File: src/arpc_pkg.sv
// ----------------------------------------------------------------------------
// arpc_pkg
// Shared types and constants for the ARP resolution cache.
// ----------------------------------------------------------------------------
package arpc_pkg;

    localparam int CACHE_ENTRIES_DEF = 16;
    localparam int PENDING_IPS_DEF   = 8;
    localparam int PENDING_SLOTS_DEF = 16;

    localparam logic [15:0] HOLDOFF_RESET  = 16'd5000;
    localparam logic [15:0] LIFETIME_RESET = 16'd30000;
    localparam logic [47:0] BCAST_MAC      = 48'hFFFF_FFFF_FFFF;

    // Operation codes
    localparam logic [1:0] OP_SEND = 2'd0;
    localparam logic [1:0] OP_RECV = 2'd1;
    localparam logic [1:0] OP_TICK = 2'd2;

    // Frame kinds
    localparam logic [1:0] FK_IPV4 = 2'd0;
    localparam logic [1:0] FK_ARP  = 2'd1;

    // Result kinds
    localparam logic [2:0] RK_FRAME   = 3'd0;
    localparam logic [2:0] RK_REQUEST = 3'd1;
    localparam logic [2:0] RK_REPLY   = 3'd2;
    localparam logic [2:0] RK_DELIVER = 3'd3;
    localparam logic [2:0] RK_DROP    = 3'd4;

    // Configuration register indexes
    localparam logic [1:0] CFG_OWN_MAC  = 2'd0;
    localparam logic [1:0] CFG_OWN_IP   = 2'd1;
    localparam logic [1:0] CFG_HOLDOFF  = 2'd2;
    localparam logic [1:0] CFG_LIFETIME = 2'd3;

    typedef struct packed {
        logic        valid;
        logic [2:0]  kind;
        logic [47:0] mac;
        logic [31:0] ip;
        logic [15:0] handle;
    } result_t;

endpackage

File: src/arpc_out.sv
// ----------------------------------------------------------------------------
// arpc_out
// Result stage: holds the newest result back by one so that the final result
// of a transaction can be marked with last.
// ----------------------------------------------------------------------------
module arpc_out
(
    input  logic                  clk,
    input  logic                  rst_n,
    input  arpc_pkg::result_t     emit,
    input  logic                  finish,
    output logic                  strobe,
    output logic [2:0]            result_kind,
    output logic [47:0]           out_dst_mac,
    output logic [31:0]           out_target_ip,
    output logic [15:0]           out_handle,
    output logic                  last
);

    arpc_pkg::result_t hold_reg;
    logic              strobe_reg;
    logic              last_reg;
    logic [2:0]        kind_reg;
    logic [47:0]       mac_reg;
    logic [31:0]       ip_reg;
    logic [15:0]       handle_reg;

    always_ff @(posedge clk or negedge rst_n)
    begin
        if (!rst_n)
        begin
            hold_reg.valid <= 1'b0;
            strobe_reg     <= 1'b0;
        end
        else
        begin
            strobe_reg <= 1'b0;
            if (emit.valid)
            begin
                hold_reg <= emit;
                if (hold_reg.valid)
                begin
                    strobe_reg <= 1'b1;
                    last_reg   <= 1'b0;
                    kind_reg   <= hold_reg.kind;
                    mac_reg    <= hold_reg.mac;
                    ip_reg     <= hold_reg.ip;
                    handle_reg <= hold_reg.handle;
                end
            end
            else if (finish && hold_reg.valid)
            begin
                hold_reg.valid <= 1'b0;
                strobe_reg     <= 1'b1;
                last_reg       <= 1'b1;
                kind_reg       <= hold_reg.kind;
                mac_reg        <= hold_reg.mac;
                ip_reg         <= hold_reg.ip;
                handle_reg     <= hold_reg.handle;
            end
        end
    end

    assign strobe        = strobe_reg;
    assign last          = last_reg;
    assign result_kind   = kind_reg;
    assign out_dst_mac   = mac_reg;
    assign out_target_ip = ip_reg;
    assign out_handle    = handle_reg;

endmodule

File: src/arp_resolution_cache_unit.sv
// ----------------------------------------------------------------------------
// arp_resolution_cache_unit
// ARP cache with a queue of datagrams waiting for address resolution.
//
//   channel   handshake            payload
//   input     start / busy         operation, peer_ip, peer_mac, arp_target_ip,
//                                  frame_dst_mac, frame_kind, arp_is_request,
//                                  payload_ok, datagram_handle, elapsed_ms
//   result    strobe (one cycle)   result_kind, out_dst_mac, out_target_ip,
//                                  out_handle, last
//   config    cfg_write            cfg_index, cfg_data
//
// One sequencer walks the tables one entry per cycle with a single compare
// unit. A send scans the cache and, on a miss, the pending IPs and slots;
// a tick walks the largest table; an ARP frame scans the cache and pending
// IPs, then makes one slot pass per released datagram and one more. busy is high
// throughout. Reset clears all valid bits at once; no clearing pass is needed.
// ----------------------------------------------------------------------------
module arp_resolution_cache_unit
#(
    parameter int CACHE_ENTRIES = arpc_pkg::CACHE_ENTRIES_DEF,
    parameter int PENDING_IPS   = arpc_pkg::PENDING_IPS_DEF,
    parameter int PENDING_SLOTS = arpc_pkg::PENDING_SLOTS_DEF
)
(
    input  logic        clk,
    input  logic        rst_n,
    input  logic        start,
    output logic        busy,
    input  logic [1:0]  operation,
    input  logic [31:0] peer_ip,
    input  logic [47:0] peer_mac,
    input  logic [31:0] arp_target_ip,
    input  logic [47:0] frame_dst_mac,
    input  logic [1:0]  frame_kind,
    input  logic        arp_is_request,
    input  logic        payload_ok,
    input  logic [15:0] datagram_handle,
    input  logic [15:0] elapsed_ms,
    input  logic        cfg_write,
    input  logic [1:0]  cfg_index,
    input  logic [47:0] cfg_data,
    output logic        strobe,
    output logic [2:0]  result_kind,
    output logic [47:0] out_dst_mac,
    output logic [31:0] out_target_ip,
    output logic [15:0] out_handle,
    output logic        last
);

    localparam int MAXN = (CACHE_ENTRIES > PENDING_IPS)
                        ? ((CACHE_ENTRIES > PENDING_SLOTS) ? CACHE_ENTRIES : PENDING_SLOTS)
                        : ((PENDING_IPS > PENDING_SLOTS) ? PENDING_IPS : PENDING_SLOTS);
    localparam int IW = (MAXN > 1) ? $clog2(MAXN) : 1;
    localparam int CW = (CACHE_ENTRIES > 1) ? $clog2(CACHE_ENTRIES) : 1;
    localparam int PW = (PENDING_IPS > 1) ? $clog2(PENDING_IPS) : 1;
    localparam int SW = (PENDING_SLOTS > 1) ? $clog2(PENDING_SLOTS) : 1;
    localparam logic [IW-1:0] C_LAST = IW'(CACHE_ENTRIES - 1);
    localparam logic [IW-1:0] P_LAST = IW'(PENDING_IPS - 1);
    localparam logic [IW-1:0] S_LAST = IW'(PENDING_SLOTS - 1);

    typedef enum logic [11:0] {
        ST_IDLE   = 12'b000000000001,
        ST_CSCAN  = 12'b000000000010,
        ST_PSCAN  = 12'b000000000100,
        ST_SSCAN  = 12'b000000001000,
        ST_QUEUE  = 12'b000000010000,
        ST_LSCAN  = 12'b000000100000,
        ST_LWRITE = 12'b000001000000,
        ST_RPSCAN = 12'b000010000000,
        ST_RSLOT  = 12'b000100000000,
        ST_REPLY  = 12'b001000000000,
        ST_TICK   = 12'b010000000000,
        ST_FINISH = 12'b100000000000
    } state_t;

    state_t state_reg;

    // Configuration
    logic [47:0] own_mac_reg;
    logic [31:0] own_ip_reg;
    logic [15:0] holdoff_reg;
    logic [15:0] lifetime_reg;

    // Tables
    logic [CACHE_ENTRIES-1:0] cache_valid_reg;
    logic [31:0]              cache_ip_reg  [CACHE_ENTRIES];
    logic [47:0]              cache_mac_reg [CACHE_ENTRIES];
    logic [15:0]              cache_age_reg [CACHE_ENTRIES];
    logic [PENDING_IPS-1:0]   pend_valid_reg;
    logic [31:0]              pend_ip_reg    [PENDING_IPS];
    logic [15:0]              pend_timer_reg [PENDING_IPS];
    logic [PENDING_SLOTS-1:0] slot_valid_reg;
    logic [PW-1:0]            slot_owner_reg  [PENDING_SLOTS];
    logic [15:0]              slot_handle_reg [PENDING_SLOTS];
    logic [SW-1:0]            slot_seq_reg    [PENDING_SLOTS];

    // Latched transaction
    logic [31:0] ip_reg;
    logic [47:0] mac_reg;
    logic [31:0] tgt_reg;
    logic        req_reg;
    logic [15:0] handle_reg;
    logic [15:0] elapsed_reg;

    // Scan bookkeeping
    logic [IW-1:0] idx_reg;
    logic          hit_reg;
    logic [CW-1:0] hit_idx_reg;
    logic          cfree_reg;
    logic [CW-1:0] cfree_idx_reg;
    logic [CW-1:0] old_idx_reg;
    logic [15:0]   old_age_reg;
    logic          pfound_reg;
    logic [PW-1:0] p_idx_reg;
    logic          pfree_reg;
    logic [PW-1:0] pfree_idx_reg;
    logic          sfree_reg;
    logic [SW-1:0] s_idx_reg;
    logic [SW-1:0] cnt_reg;
    logic [SW:0]   q_reg;
    logic          any_reg;

    arpc_pkg::result_t emit;
    logic              finish;

    logic [CW-1:0] ci;
    logic [PW-1:0] pi;
    logic [SW-1:0] si;
    logic [PW-1:0] p_sel;
    logic [16:0]   age_sum;
    logic [16:0]   timer_sum;
    logic [15:0]   age_sat;
    logic [15:0]   timer_sat;
    logic          addressed;

    assign ci        = idx_reg[CW-1:0];
    assign pi        = idx_reg[PW-1:0];
    assign si        = idx_reg[SW-1:0];
    assign p_sel     = pfound_reg ? p_idx_reg : pfree_idx_reg;
    assign age_sum   = {1'b0, cache_age_reg[ci]} + {1'b0, elapsed_reg};
    assign timer_sum = {1'b0, pend_timer_reg[pi]} + {1'b0, elapsed_reg};
    assign age_sat   = age_sum[16] ? 16'hFFFF : age_sum[15:0];
    assign timer_sat = timer_sum[16] ? 16'hFFFF : timer_sum[15:0];
    assign addressed = (frame_dst_mac == own_mac_reg) || (frame_dst_mac == arpc_pkg::BCAST_MAC);

    assign busy   = (state_reg != ST_IDLE);
    assign finish = (state_reg == ST_FINISH);

    // Result produced this cycle, if any.
    always_comb
    begin
        emit = '0;
        case (state_reg)
            ST_IDLE:
            begin
                if (start && operation == arpc_pkg::OP_RECV && addressed && payload_ok
                    && frame_kind == arpc_pkg::FK_IPV4)
                begin
                    emit.valid  = 1'b1;
                    emit.kind   = arpc_pkg::RK_DELIVER;
                    emit.handle = datagram_handle;
                end
            end
            ST_CSCAN:
            begin
                if (cache_valid_reg[ci] && cache_ip_reg[ci] == ip_reg)
                begin
                    emit.valid  = 1'b1;
                    emit.kind   = arpc_pkg::RK_FRAME;
                    emit.mac    = cache_mac_reg[ci];
                    emit.handle = handle_reg;
                end
            end
            ST_QUEUE:
            begin
                if (!(pfound_reg || pfree_reg) || !sfree_reg)
                begin
                    emit.valid  = 1'b1;
                    emit.kind   = arpc_pkg::RK_DROP;
                    emit.handle = handle_reg;
                end
                else if (!pfound_reg || pend_timer_reg[p_idx_reg] >= holdoff_reg)
                begin
                    emit.valid = 1'b1;
                    emit.kind  = arpc_pkg::RK_REQUEST;
                    emit.mac   = arpc_pkg::BCAST_MAC;
                    emit.ip    = ip_reg;
                end
            end
            ST_RSLOT:
            begin
                if (slot_valid_reg[si] && slot_owner_reg[si] == p_idx_reg
                    && {1'b0, slot_seq_reg[si]} == q_reg)
                begin
                    emit.valid  = 1'b1;
                    emit.kind   = arpc_pkg::RK_FRAME;
                    emit.mac    = mac_reg;
                    emit.handle = slot_handle_reg[si];
                end
            end
            ST_REPLY:
            begin
                if (req_reg && tgt_reg == own_ip_reg)
                begin
                    emit.valid = 1'b1;
                    emit.kind  = arpc_pkg::RK_REPLY;
                    emit.mac   = mac_reg;
                    emit.ip    = ip_reg;
                end
            end
            default:
            begin
                emit = '0;
            end
        endcase
    end

    always_ff @(posedge clk or negedge rst_n)
    begin
        if (!rst_n)
        begin
            own_mac_reg  <= '0;
            own_ip_reg   <= '0;
            holdoff_reg  <= arpc_pkg::HOLDOFF_RESET;
            lifetime_reg <= arpc_pkg::LIFETIME_RESET;
        end
        else if (cfg_write)
        begin
            case (cfg_index)
                arpc_pkg::CFG_OWN_MAC:  own_mac_reg  <= cfg_data;
                arpc_pkg::CFG_OWN_IP:   own_ip_reg   <= cfg_data[31:0];
                arpc_pkg::CFG_HOLDOFF:  holdoff_reg  <= cfg_data[15:0];
                arpc_pkg::CFG_LIFETIME: lifetime_reg <= cfg_data[15:0];
                default:                own_ip_reg   <= own_ip_reg;
            endcase
        end
    end

    // Payload tables and latched fields carry no reset.
    always_ff @(posedge clk)
    begin
        if (state_reg == ST_IDLE && start)
        begin
            ip_reg      <= peer_ip;
            mac_reg     <= peer_mac;
            tgt_reg     <= arp_target_ip;
            req_reg     <= arp_is_request;
            handle_reg  <= datagram_handle;
            elapsed_reg <= elapsed_ms;
        end
        case (state_reg)
            ST_QUEUE:
            begin
                if ((pfound_reg || pfree_reg) && sfree_reg)
                begin
                    slot_owner_reg[s_idx_reg]  <= p_sel;
                    slot_handle_reg[s_idx_reg] <= handle_reg;
                    slot_seq_reg[s_idx_reg]    <= cnt_reg;
                    if (!pfound_reg)
                    begin
                        pend_ip_reg[pfree_idx_reg]    <= ip_reg;
                        pend_timer_reg[pfree_idx_reg] <= '0;
                    end
                    else if (pend_timer_reg[p_idx_reg] >= holdoff_reg)
                    begin
                        pend_timer_reg[p_idx_reg] <= '0;
                    end
                end
            end
            ST_LWRITE:
            begin
                cache_ip_reg[hit_reg ? hit_idx_reg : (cfree_reg ? cfree_idx_reg : old_idx_reg)]
                    <= ip_reg;
                cache_mac_reg[hit_reg ? hit_idx_reg : (cfree_reg ? cfree_idx_reg : old_idx_reg)]
                    <= mac_reg;
                cache_age_reg[hit_reg ? hit_idx_reg : (cfree_reg ? cfree_idx_reg : old_idx_reg)]
                    <= '0;
            end
            ST_TICK:
            begin
                if (idx_reg <= C_LAST && cache_valid_reg[ci])
                begin
                    cache_age_reg[ci] <= age_sat;
                end
                if (idx_reg <= P_LAST && pend_valid_reg[pi])
                begin
                    pend_timer_reg[pi] <= timer_sat;
                end
            end
            default:
            begin
            end
        endcase
    end

    always_ff @(posedge clk or negedge rst_n)
    begin
        if (!rst_n)
        begin
            state_reg       <= ST_IDLE;
            cache_valid_reg <= '0;
            pend_valid_reg  <= '0;
            slot_valid_reg  <= '0;
            idx_reg         <= '0;
            hit_reg         <= 1'b0;
            hit_idx_reg     <= '0;
            cfree_reg       <= 1'b0;
            cfree_idx_reg   <= '0;
            old_idx_reg     <= '0;
            old_age_reg     <= '0;
            pfound_reg      <= 1'b0;
            p_idx_reg       <= '0;
            pfree_reg       <= 1'b0;
            pfree_idx_reg   <= '0;
            sfree_reg       <= 1'b0;
            s_idx_reg       <= '0;
            cnt_reg         <= '0;
            q_reg           <= '0;
            any_reg         <= 1'b0;
        end
        else
        begin
            case (state_reg)
                ST_IDLE:
                begin
                    idx_reg    <= '0;
                    hit_reg    <= 1'b0;
                    cfree_reg  <= 1'b0;
                    pfound_reg <= 1'b0;
                    pfree_reg  <= 1'b0;
                    sfree_reg  <= 1'b0;
                    cnt_reg    <= '0;
                    q_reg      <= '0;
                    any_reg    <= 1'b0;
                    if (start)
                    begin
                        case (operation)
                            arpc_pkg::OP_SEND: state_reg <= ST_CSCAN;
                            arpc_pkg::OP_TICK: state_reg <= ST_TICK;
                            arpc_pkg::OP_RECV:
                            begin
                                if (addressed && payload_ok && frame_kind == arpc_pkg::FK_ARP)
                                begin
                                    state_reg <= ST_LSCAN;
                                end
                                else
                                begin
                                    state_reg <= ST_FINISH;
                                end
                            end
                            default: state_reg <= ST_FINISH;
                        endcase
                    end
                end
                ST_CSCAN:
                begin
                    idx_reg <= idx_reg + 1'b1;
                    if (emit.valid)
                    begin
                        state_reg <= ST_FINISH;
                    end
                    else if (idx_reg == C_LAST)
                    begin
                        idx_reg   <= '0;
                        state_reg <= ST_PSCAN;
                    end
                end
                ST_PSCAN, ST_RPSCAN:
                begin
                    idx_reg <= idx_reg + 1'b1;
                    if (pend_valid_reg[pi] && pend_ip_reg[pi] == ip_reg && !pfound_reg)
                    begin
                        pfound_reg <= 1'b1;
                        p_idx_reg  <= pi;
                    end
                    if (!pend_valid_reg[pi] && !pfree_reg)
                    begin
                        pfree_reg     <= 1'b1;
                        pfree_idx_reg <= pi;
                    end
                    if (idx_reg == P_LAST)
                    begin
                        idx_reg <= '0;
                        if (state_reg == ST_PSCAN)
                        begin
                            state_reg <= ST_SSCAN;
                        end
                        else if (pfound_reg
                                 || (pend_valid_reg[pi] && pend_ip_reg[pi] == ip_reg))
                        begin
                            state_reg <= ST_RSLOT;
                        end
                        else
                        begin
                            state_reg <= ST_REPLY;
                        end
                    end
                end
                ST_SSCAN:
                begin
                    idx_reg <= idx_reg + 1'b1;
                    if (!slot_valid_reg[si] && !sfree_reg)
                    begin
                        sfree_reg <= 1'b1;
                        s_idx_reg <= si;
                    end
                    if (slot_valid_reg[si] && slot_owner_reg[si] == p_sel)
                    begin
                        cnt_reg <= cnt_reg + 1'b1;
                    end
                    if (idx_reg == S_LAST)
                    begin
                        idx_reg   <= '0;
                        state_reg <= ST_QUEUE;
                    end
                end
                ST_QUEUE:
                begin
                    if ((pfound_reg || pfree_reg) && sfree_reg)
                    begin
                        slot_valid_reg[s_idx_reg] <= 1'b1;
                        if (!pfound_reg)
                        begin
                            pend_valid_reg[pfree_idx_reg] <= 1'b1;
                        end
                    end
                    state_reg <= ST_FINISH;
                end
                ST_LSCAN:
                begin
                    idx_reg <= idx_reg + 1'b1;
                    if (cache_valid_reg[ci] && cache_ip_reg[ci] == ip_reg && !hit_reg)
                    begin
                        hit_reg     <= 1'b1;
                        hit_idx_reg <= ci;
                    end
                    if (!cache_valid_reg[ci] && !cfree_reg)
                    begin
                        cfree_reg     <= 1'b1;
                        cfree_idx_reg <= ci;
                    end
                    // Oldest entry, lowest index among equal ages.
                    if (idx_reg == '0 || cache_age_reg[ci] > old_age_reg)
                    begin
                        old_idx_reg <= ci;
                        old_age_reg <= cache_age_reg[ci];
                    end
                    if (idx_reg == C_LAST)
                    begin
                        idx_reg   <= '0;
                        state_reg <= ST_LWRITE;
                    end
                end
                ST_LWRITE:
                begin
                    cache_valid_reg[hit_reg ? hit_idx_reg
                                    : (cfree_reg ? cfree_idx_reg : old_idx_reg)] <= 1'b1;
                    state_reg <= ST_RPSCAN;
                end
                ST_RSLOT:
                begin
                    // One pass per queue position; a pass that finds nothing ends the release.
                    idx_reg <= idx_reg + 1'b1;
                    if (emit.valid)
                    begin
                        slot_valid_reg[si] <= 1'b0;
                        any_reg            <= 1'b1;
                    end
                    if (idx_reg == S_LAST)
                    begin
                        idx_reg <= '0;
                        if (any_reg || emit.valid)
                        begin
                            any_reg <= 1'b0;
                            q_reg   <= q_reg + 1'b1;
                        end
                        else
                        begin
                            pend_valid_reg[p_idx_reg] <= 1'b0;
                            state_reg                 <= ST_REPLY;
                        end
                    end
                end
                ST_REPLY:
                begin
                    state_reg <= ST_FINISH;
                end
                ST_TICK:
                begin
                    idx_reg <= idx_reg + 1'b1;
                    if (idx_reg <= C_LAST && cache_valid_reg[ci] && age_sat >= lifetime_reg)
                    begin
                        cache_valid_reg[ci] <= 1'b0;
                    end
                    if (idx_reg == IW'(MAXN - 1))
                    begin
                        idx_reg   <= '0;
                        state_reg <= ST_FINISH;
                    end
                end
                ST_FINISH:
                begin
                    state_reg <= ST_IDLE;
                end
                default:
                begin
                    state_reg <= ST_IDLE;
                end
            endcase
        end
    end

    arpc_out u_out
    (
        .clk           (clk),
        .rst_n         (rst_n),
        .emit          (emit),
        .finish        (finish),
        .strobe        (strobe),
        .result_kind   (result_kind),
        .out_dst_mac   (out_dst_mac),
        .out_target_ip (out_target_ip),
        .out_handle    (out_handle),
        .last          (last)
    );

endmodule

File: config.mk
export PLATFORM = sky130hd
export DESIGN_NAME = arp_resolution_cache_unit
export DESIGN_NICKNAME = d
export VERILOG_FILES = /design/src/arpc_pkg.sv /design/src/arpc_out.sv /design/src/arp_resolution_cache_unit.sv
export SDC_FILE = /design/constraint.sdc
export NUM_CORES = 2
export LEC_CHECK = 0
export ABC_AREA = 1
export BUFFER_PORTS_ARGS = -buffer_cell sky130_fd_sc_hd__buf_2
export CORE_MARGIN = 5
export CORE_UTILIZATION = 45
export DETAILED_ROUTE_END_ITERATION = 16
export GPL_TIMING_DRIVEN = 0
export PLACE_DENSITY = 0.58
export SLEW_MARGIN = 20
export SYNTH_ARGS = -nofsm -noshare
export SYNTH_HDL_FRONTEND = slang
export SYNTH_SLANG_ARGS = --single-unit
File: constraint.sdc
create_clock -name clk -period 25.2 [get_ports clk]
set_input_delay 2.52 -clock clk [delete_from_list [all_inputs] [get_ports clk]]
set_output_delay 2.52 -clock clk [all_outputs]
set_load 0.005 [all_outputs]
-- Yosys cells after proc, flatten, opt, wreduce, memory -nomap -nowiden
Memory sizes are Yosys's and may differ from the RTL's.
Index checks and enable logic that the tools add are counted.
- flip-flop bits (word level): 567
- bits in writable memories: 2288
- output and inout port bits: 102
- memories kept: 8
- $add $sub $neg: 5
- order comparisons: 16
- equality and inequality tests: 49
- muxes and demuxes: 132
- bitwise logic cells: 8
- reductions and logical operators: 85
- memories (memory ; depth ; width ; read ports ; clocked after memory_dff ; write ports ; line ; text):
    cache_mac_reg ; 16 ; 48 ; 1 ; 0 ; 1 ; arp_resolution_cache_unit.sv:88 ; logic [47:0] cache_mac_reg [CACHE_ENTRIES];
    cache_ip_reg ; 16 ; 32 ; 1 ; 0 ; 1 ; arp_resolution_cache_unit.sv:87 ; logic [31:0] cache_ip_reg [CACHE_ENTRIES];
    cache_age_reg ; 16 ; 16 ; 1 ; 0 ; 1 ; arp_resolution_cache_unit.sv:89 ; logic [15:0] cache_age_reg [CACHE_ENTRIES];
    pend_ip_reg ; 8 ; 32 ; 1 ; 0 ; 1 ; arp_resolution_cache_unit.sv:91 ; logic [31:0] pend_ip_reg [PENDING_IPS];
    slot_handle_reg ; 16 ; 16 ; 1 ; 0 ; 1 ; arp_resolution_cache_unit.sv:95 ; logic [15:0] slot_handle_reg [PENDING_SLOTS];
    pend_timer_reg ; 8 ; 16 ; 2 ; 0 ; 1 ; arp_resolution_cache_unit.sv:92 ; logic [15:0] pend_timer_reg [PENDING_IPS];
    2 more memories ; -- ; -- ; -- ; -- ; -- ; -- ;
- operator list (kind ; number):
    2-to-1 mux 16 bit ; 15
    one-hot mux 48 bit (4 select lines) ; 1
    2-to-1 mux 84 bit ; 2
    2-to-1 mux 48 bit ; 3
    2-to-1 mux 12 bit ; 10
    one-hot mux 12 bit (9 select lines) ; 1
    2-to-1 mux 52 bit ; 2
    equality test 32 bit ; 3
    2-to-1 mux 32 bit ; 3
    2-to-1 mux 80 bit ; 1
    one-hot mux 16 bit (2 select lines) ; 2
    one-hot mux 16 bit (4 select lines) ; 1
    one-hot mux 32 bit (2 select lines) ; 1
    equality test 48 bit ; 1
    equality test 48 bit (second input constant) ; 1
    OR reduction 16 bit ; 3
    2-to-1 mux 1 bit ; 47
    2-to-1 mux 4 bit ; 9
    != test 2 bit (second input constant) ; 18
    one-hot mux 12 bit (3 select lines) ; 1
    AND reduction 2 bit ; 18
    adder 16 x 16 -> 17 bit ; 2
    AND 16 bit ; 2
    >= comparator 16 bit ; 2
    other kinds (61) ; 146

-- Logic depth before layout (Yosys ltp)
- depth in word-level cells: 11
- gate-level depth with buffers: 44

-- Modules after synthesis
From an unflattened synthesis, not the netlist that was laid out.
- cells, all modules: 9600
- area, all modules: 116912.1 µm²
- by module, submodules not included (module ; times used ; cells each ; area an instance (µm²)):
    arp_resolution_cache_unit ; 1 ; 9390 ; 110842.6
    arpc_out ; 1 ; 210 ; 6069.6

-- Worst setup path before layout
No wires, ideal clock.
- path kind: input to register
- start point: input frame_dst_mac[15]
- end point: register u_out.last_reg, in the netlist u_out.last (enable)
- setup time: 713 ps
- data arrival time: 11016 ps
- required time: 24487 ps
- path slack: 13471 ps
- cell stages on the path: 14
- path buffers: 0
- cell sequence: inv_1 or2_2 nand3_1 nor3_1 nand2_1 nor3_1 nand3_1 nand2_1 nand2_1 nor2_1 nor2_2 nand3_2 nand2_1 a21boi_0
- cells in the longest elaborated chain, start to end: 9
- RTL lines (item ; line ; text):
    from (decl) ; arp_resolution_cache_unit.sv:34 ; input logic [47:0] frame_dst_mac,
    equality test 48 bit ; arp_resolution_cache_unit.sv:145 ; assign addressed = (frame_dst_mac == own_mac_reg) || (frame_dst_mac == arpc_pkg::BCAST_MAC);
    logical OR 1 bit * ; arp_resolution_cache_unit.sv:145 ;
    logical AND 1 bit * (2 in a row) ; arp_resolution_cache_unit.sv:157 ; if (start && operation == arpc_pkg::OP_RECV && addressed && payload_ok
    logical AND 1 bit * ; arp_resolution_cache_unit.sv:158 ; && frame_kind == arpc_pkg::FK_IPV4)
    2-to-1 mux 4 bit * ; arp_resolution_cache_unit.sv:157 ;
    one-hot mux 4 bit (5 select lines) * ; arp_resolution_cache_unit.sv:154 ; case (state_reg)
    != test 2 x 1 -> 1 bit (no source line) / nonzero test 2 bit (equally long branches) ; -- ;
    AND reduction 3 bit (no source line) * ; -- ;
    to (signal assigned) ; arpc_out.sv:44 ; last_reg <= 1'b0;
    to (signal assigned) ; arpc_out.sv:55 ; last_reg <= 1'b1;
    to (decl) ; arpc_out.sv:22 ; logic last_reg;
Mark *: on every way between the ends. The rest lies on a longest branch, timed or not.
A chain may end at the register's enable or synchronous reset.

-- Worst setup path in the final report
- start point: register idx_reg[1], in the netlist ci[1]
- end point: register cache_valid_reg[9]
- cells in the longest elaborated chain, start to end: 8
- RTL lines (item ; line ; text):
    from (decl) ; arp_resolution_cache_unit.sv:107 ; logic [IW-1:0] idx_reg;
    from (signal assigned) ; arp_resolution_cache_unit.sv:358 ; idx_reg <= idx_reg + 1'b1;
    from (signal assigned) ; arp_resolution_cache_unit.sv:371 ; idx_reg <= idx_reg + 1'b1;
    from (signal assigned) ; arp_resolution_cache_unit.sv:402 ; idx_reg <= idx_reg + 1'b1;
    parallel branches: the longest is 8 deep, another holds adder 16 x 16 -> 17 bit ; -- ;
    to (signal assigned) ; arp_resolution_cache_unit.sv:302 ; cache_valid_reg <= '0;
    to (signal, indexed assignment) ; arp_resolution_cache_unit.sv:494 ; cache_valid_reg[ci] <= 1'b0;
    to (decl) ; arp_resolution_cache_unit.sv:86 ; logic [CACHE_ENTRIES-1:0] cache_valid_reg;
Parallel ways; which one is timed is not known. The select of a mux whose other input is x is not followed.

==> flow_summary.yaml <==
clock_network:
  clock_path_buffers: 4
  cts_tree: "yes"
  cts-resized-gates: 0
  clk_pin_slew_ps: 60
  clkSinkCount: 2855
  htree_levels: 5
  cts_buffers: 319
  postCtsHoldBufs: 0
  root_buffer: "clkbuf_16"
  clkLatencyLatePin_ps: 960
  postCtsSetupBuffers: 0
timing:
  fin_crit_ps: 10930
  fin_skew_ps: 75.6
  grt_setup_unrepaired: "false"
  hold_violations: 0
  fin_crit_sh_pct: 43.4
  worst_slew_pin_slew_ps: 1260
  fin_tns_setup_ps: 0
  slew_viol_final: 0
  fmax_mhz: 91.5
  slew_headroom_pct: 16.2
  setup_viol: 0
floorplanning:
  boundaryPins: 354
  rows: 187
  start_util_pct: 45.1
  core-area_um2: 259000
  die_area_um2: 270000
  die_w_um: 519
  die_y_um: 519
routing:
  wl_per_cell_um: 28.1
  vias_per_cell: 5.85
  drt-pass1-iter-count: 9
  vias: 83200
  drt-initial-drc-count: 9698
  wl_um: 399000
  ant_nets: 0
  drc: 0
outcome:
  status: "completed"
logic_synthesis:
  syn_area_per_cell_um2: 12.2
  synth_top_family_by_area: "simple AND/OR/NAND/NOR gates"
  synthFlopType: "edfxtp_1"
  ys_seq_area_share_pct: 72.5
  synth_top_area_share_pct: 67.7
  synthAdderAreaFrac_pct: 0.956
  synth_edf_count: 2632
  synth.largest_area_cell: "edfxtp_1"
  synth_cells: 9590
  syn-num-nets: 9930
  ys_ff_latch: 2855
  synthSimpleGateAreaFrac_pct: 11.2
  muxShareOfSynthArea_pct: 0.172
  synthArstFlopShare_pct: 7.81
  synthesis.area_um2: 117000
  synth_warnings: 0
  synth-compound-area-share_pct: 10.7
  yosysUniqueCellTypes: 61
  synth_area_leaders: "edfxtp_1, nand2_1, dfrtp_1"
  synth_xor_area_share_pct: 0.683
critical_path:
  max_stage_delay_ps: 840
  r2r-start: "ci[1]"
  crit_path_top_delay_cell: "clkbuf_1"
  critPathLaunchType: "flop"
  cp.arrival_ps: 11800
  cp.required_ps: 26060
  critPathMaxFanout: 10
  rr_worst_depth: 37
  setup.worst_path.start: "ci[1]"
  endpoint_kind: "flop"
  crit_type: "reg -> reg"
job:
  cap_violations: 0
finish:
  largest_reg_flops: 768
  drive_gt1_share_pct: 13.2
  syn2layout_area_growth_pct: 17.2
  final_nets: 10900
global_route:
  antenna_found_initial: 27
  grt_max_degree: 70
  grt_pass1_vias: 80400
  grt_usage_pct: 28.8
  overflow: 0
  grt_pass1_wl_um: 567000
pwr:
  p_leak_nw: 51.6
  power_density_nw_per_um2: 87.0
  ir_worst_vdd_v: 0.0000746
  power.total_w: 0.0119
worst_hold_path:
  min-delay-path-class: "reg -> reg"
  holdPathStages: 0
  min_from: "u_out.hold_reg[68]"
place:
  gp_congestion: 0.923
  dp_hpwl_um: 283000
  port_buffers: 353
cell usage after synthesis, types with 21 or more instances:
cell      instances
a21oi_1         554
a22oi_1         142
a31oi_1          28
a32oi_1         126
buf_1            31
buf_2           115
buf_4            21
clkbuf_1        350
dfrtp_1         210
edfxtp_1       2632
ha_1             86
inv_1           543
nand2_1        2123
nand3_1         150
nand4_1          58
nor2_1          836
nor3_1           88
o211ai_1         28
o21ai_0         802
o21ai_1          35
o22ai_1         260
o31ai_1          50
xnor2_1          39
xor2_1           52
placed cells by master, fill, tap and decap left out, types with 19 or more instances in the layout:
cell type	n
a21oi_1	543
a221oi_1	19
a22oi_1	142
a31oi_1	28
a32oi_1	126
buf_1	30
buf_12	37
buf_16	38
buf_2	559
buf_4	118
buf_6	48
buf_8	32
bufinv_16	24
clkbuf_1	393
clkbuf_16	321
clkinv_1	65
clkinv_2	61
dfrtp_1	210
edfxtp_1	2632
ha_1	86
inv_1	542
nand2_1	2123
nand3_1	150
nand4_1	58
nor2_1	787
nor2_2	24
nor2_4	33
nor3_1	78
o211ai_1	28
o21ai_0	800
o21ai_1	37
o22ai_1	260
o31ai_1	49
or2_2	20
xnor2_1	39
xor2_1	52
worst max-delay path: cells and delay by family (launching register included):
kind	cells	cell delay, ps
flops	1	550
fa+ha+maj	2	660
simple gates	8	1790
buf+inv	10	4120
compound gates	17	3680
where the power goes:
| group | switching (W) | internal (W) |
|---|---|---|
| registers | 0.000270 | 0.00551 |
| logic | 0.00119 | 0.000484 |
| clock network | 0.00187 | 0.00258 |
| total | 0.00333 | 0.00858 |
path summary, 6_finish.rpt:
path                                    endpoint  slack, ps
max reg2reg                   cache_valid_reg[9]      14270
min in group asynchronous         own_ip_reg[28]       1510
max                           cache_valid_reg[9]      14270
min                        u_out.out_dst_mac[20]        400
max in group asynchronous             cnt_reg[2]      22900
min reg2reg                u_out.out_dst_mac[20]        400
layer usage:
metal / wire (um) / vias to the layer above / track usage, %
li1: - / 36400 / -
met2: 182000 / 4579 / 45.3
met4: 22500 / 14 / 13.8
met1: 157000 / 41200 / 38.6
met5: 90 / - / 0
met3: 37700 / 1003 / 5.70
through the flow:
step | cells | instance area, um^2 | util [%] | setup WS, ps | hold slack (ps)
global route | 14200 | 137000 | 52.8 | 13910 | 418
CTS | 14200 | 137000 | 52.8 | 14670 | 409
floorplan | 9590 | 117000 | - | 13470 | 400
global placement | 13300 | 123000 | 47.4 | 2330 | 405
finish | 14200 | 137000 | 52.8 | 14270 | 404
detailed placement | 13700 | 127000 | 49.0 | 14670 | 405
cell type report:
| type | instances | area, um^2 |
|---|---|---|
| Multi-Input combinational cell | 5648 | 28100 |
| Clock inverter | 166 | 1460 |
| Fill cell | 21900 | 122000 |
| Inverter | 552 | 2080 |
| Timing Repair Buffer | 677 | 5540 |
| Sequential cell | 2855 | 84600 |
| Clock buffer | 380 | 8290 |
| Buffer | 535 | 2390 |
| Antenna cell | 13 | 32.5 |
| Tap cell | 3402 | 4260 |
cells by family (layout without fill, tap and decap cells):
family          Yosys count  count (layout)
simple gates           3317            3317
flops                  2855            2855
compound gates         2134            2134
buf+inv                1087            2310
xor+xnor                 91              91
fa+ha+maj                88              88
mux                      18              18
other cells               0              13
(Power assumes the default switching activity.)
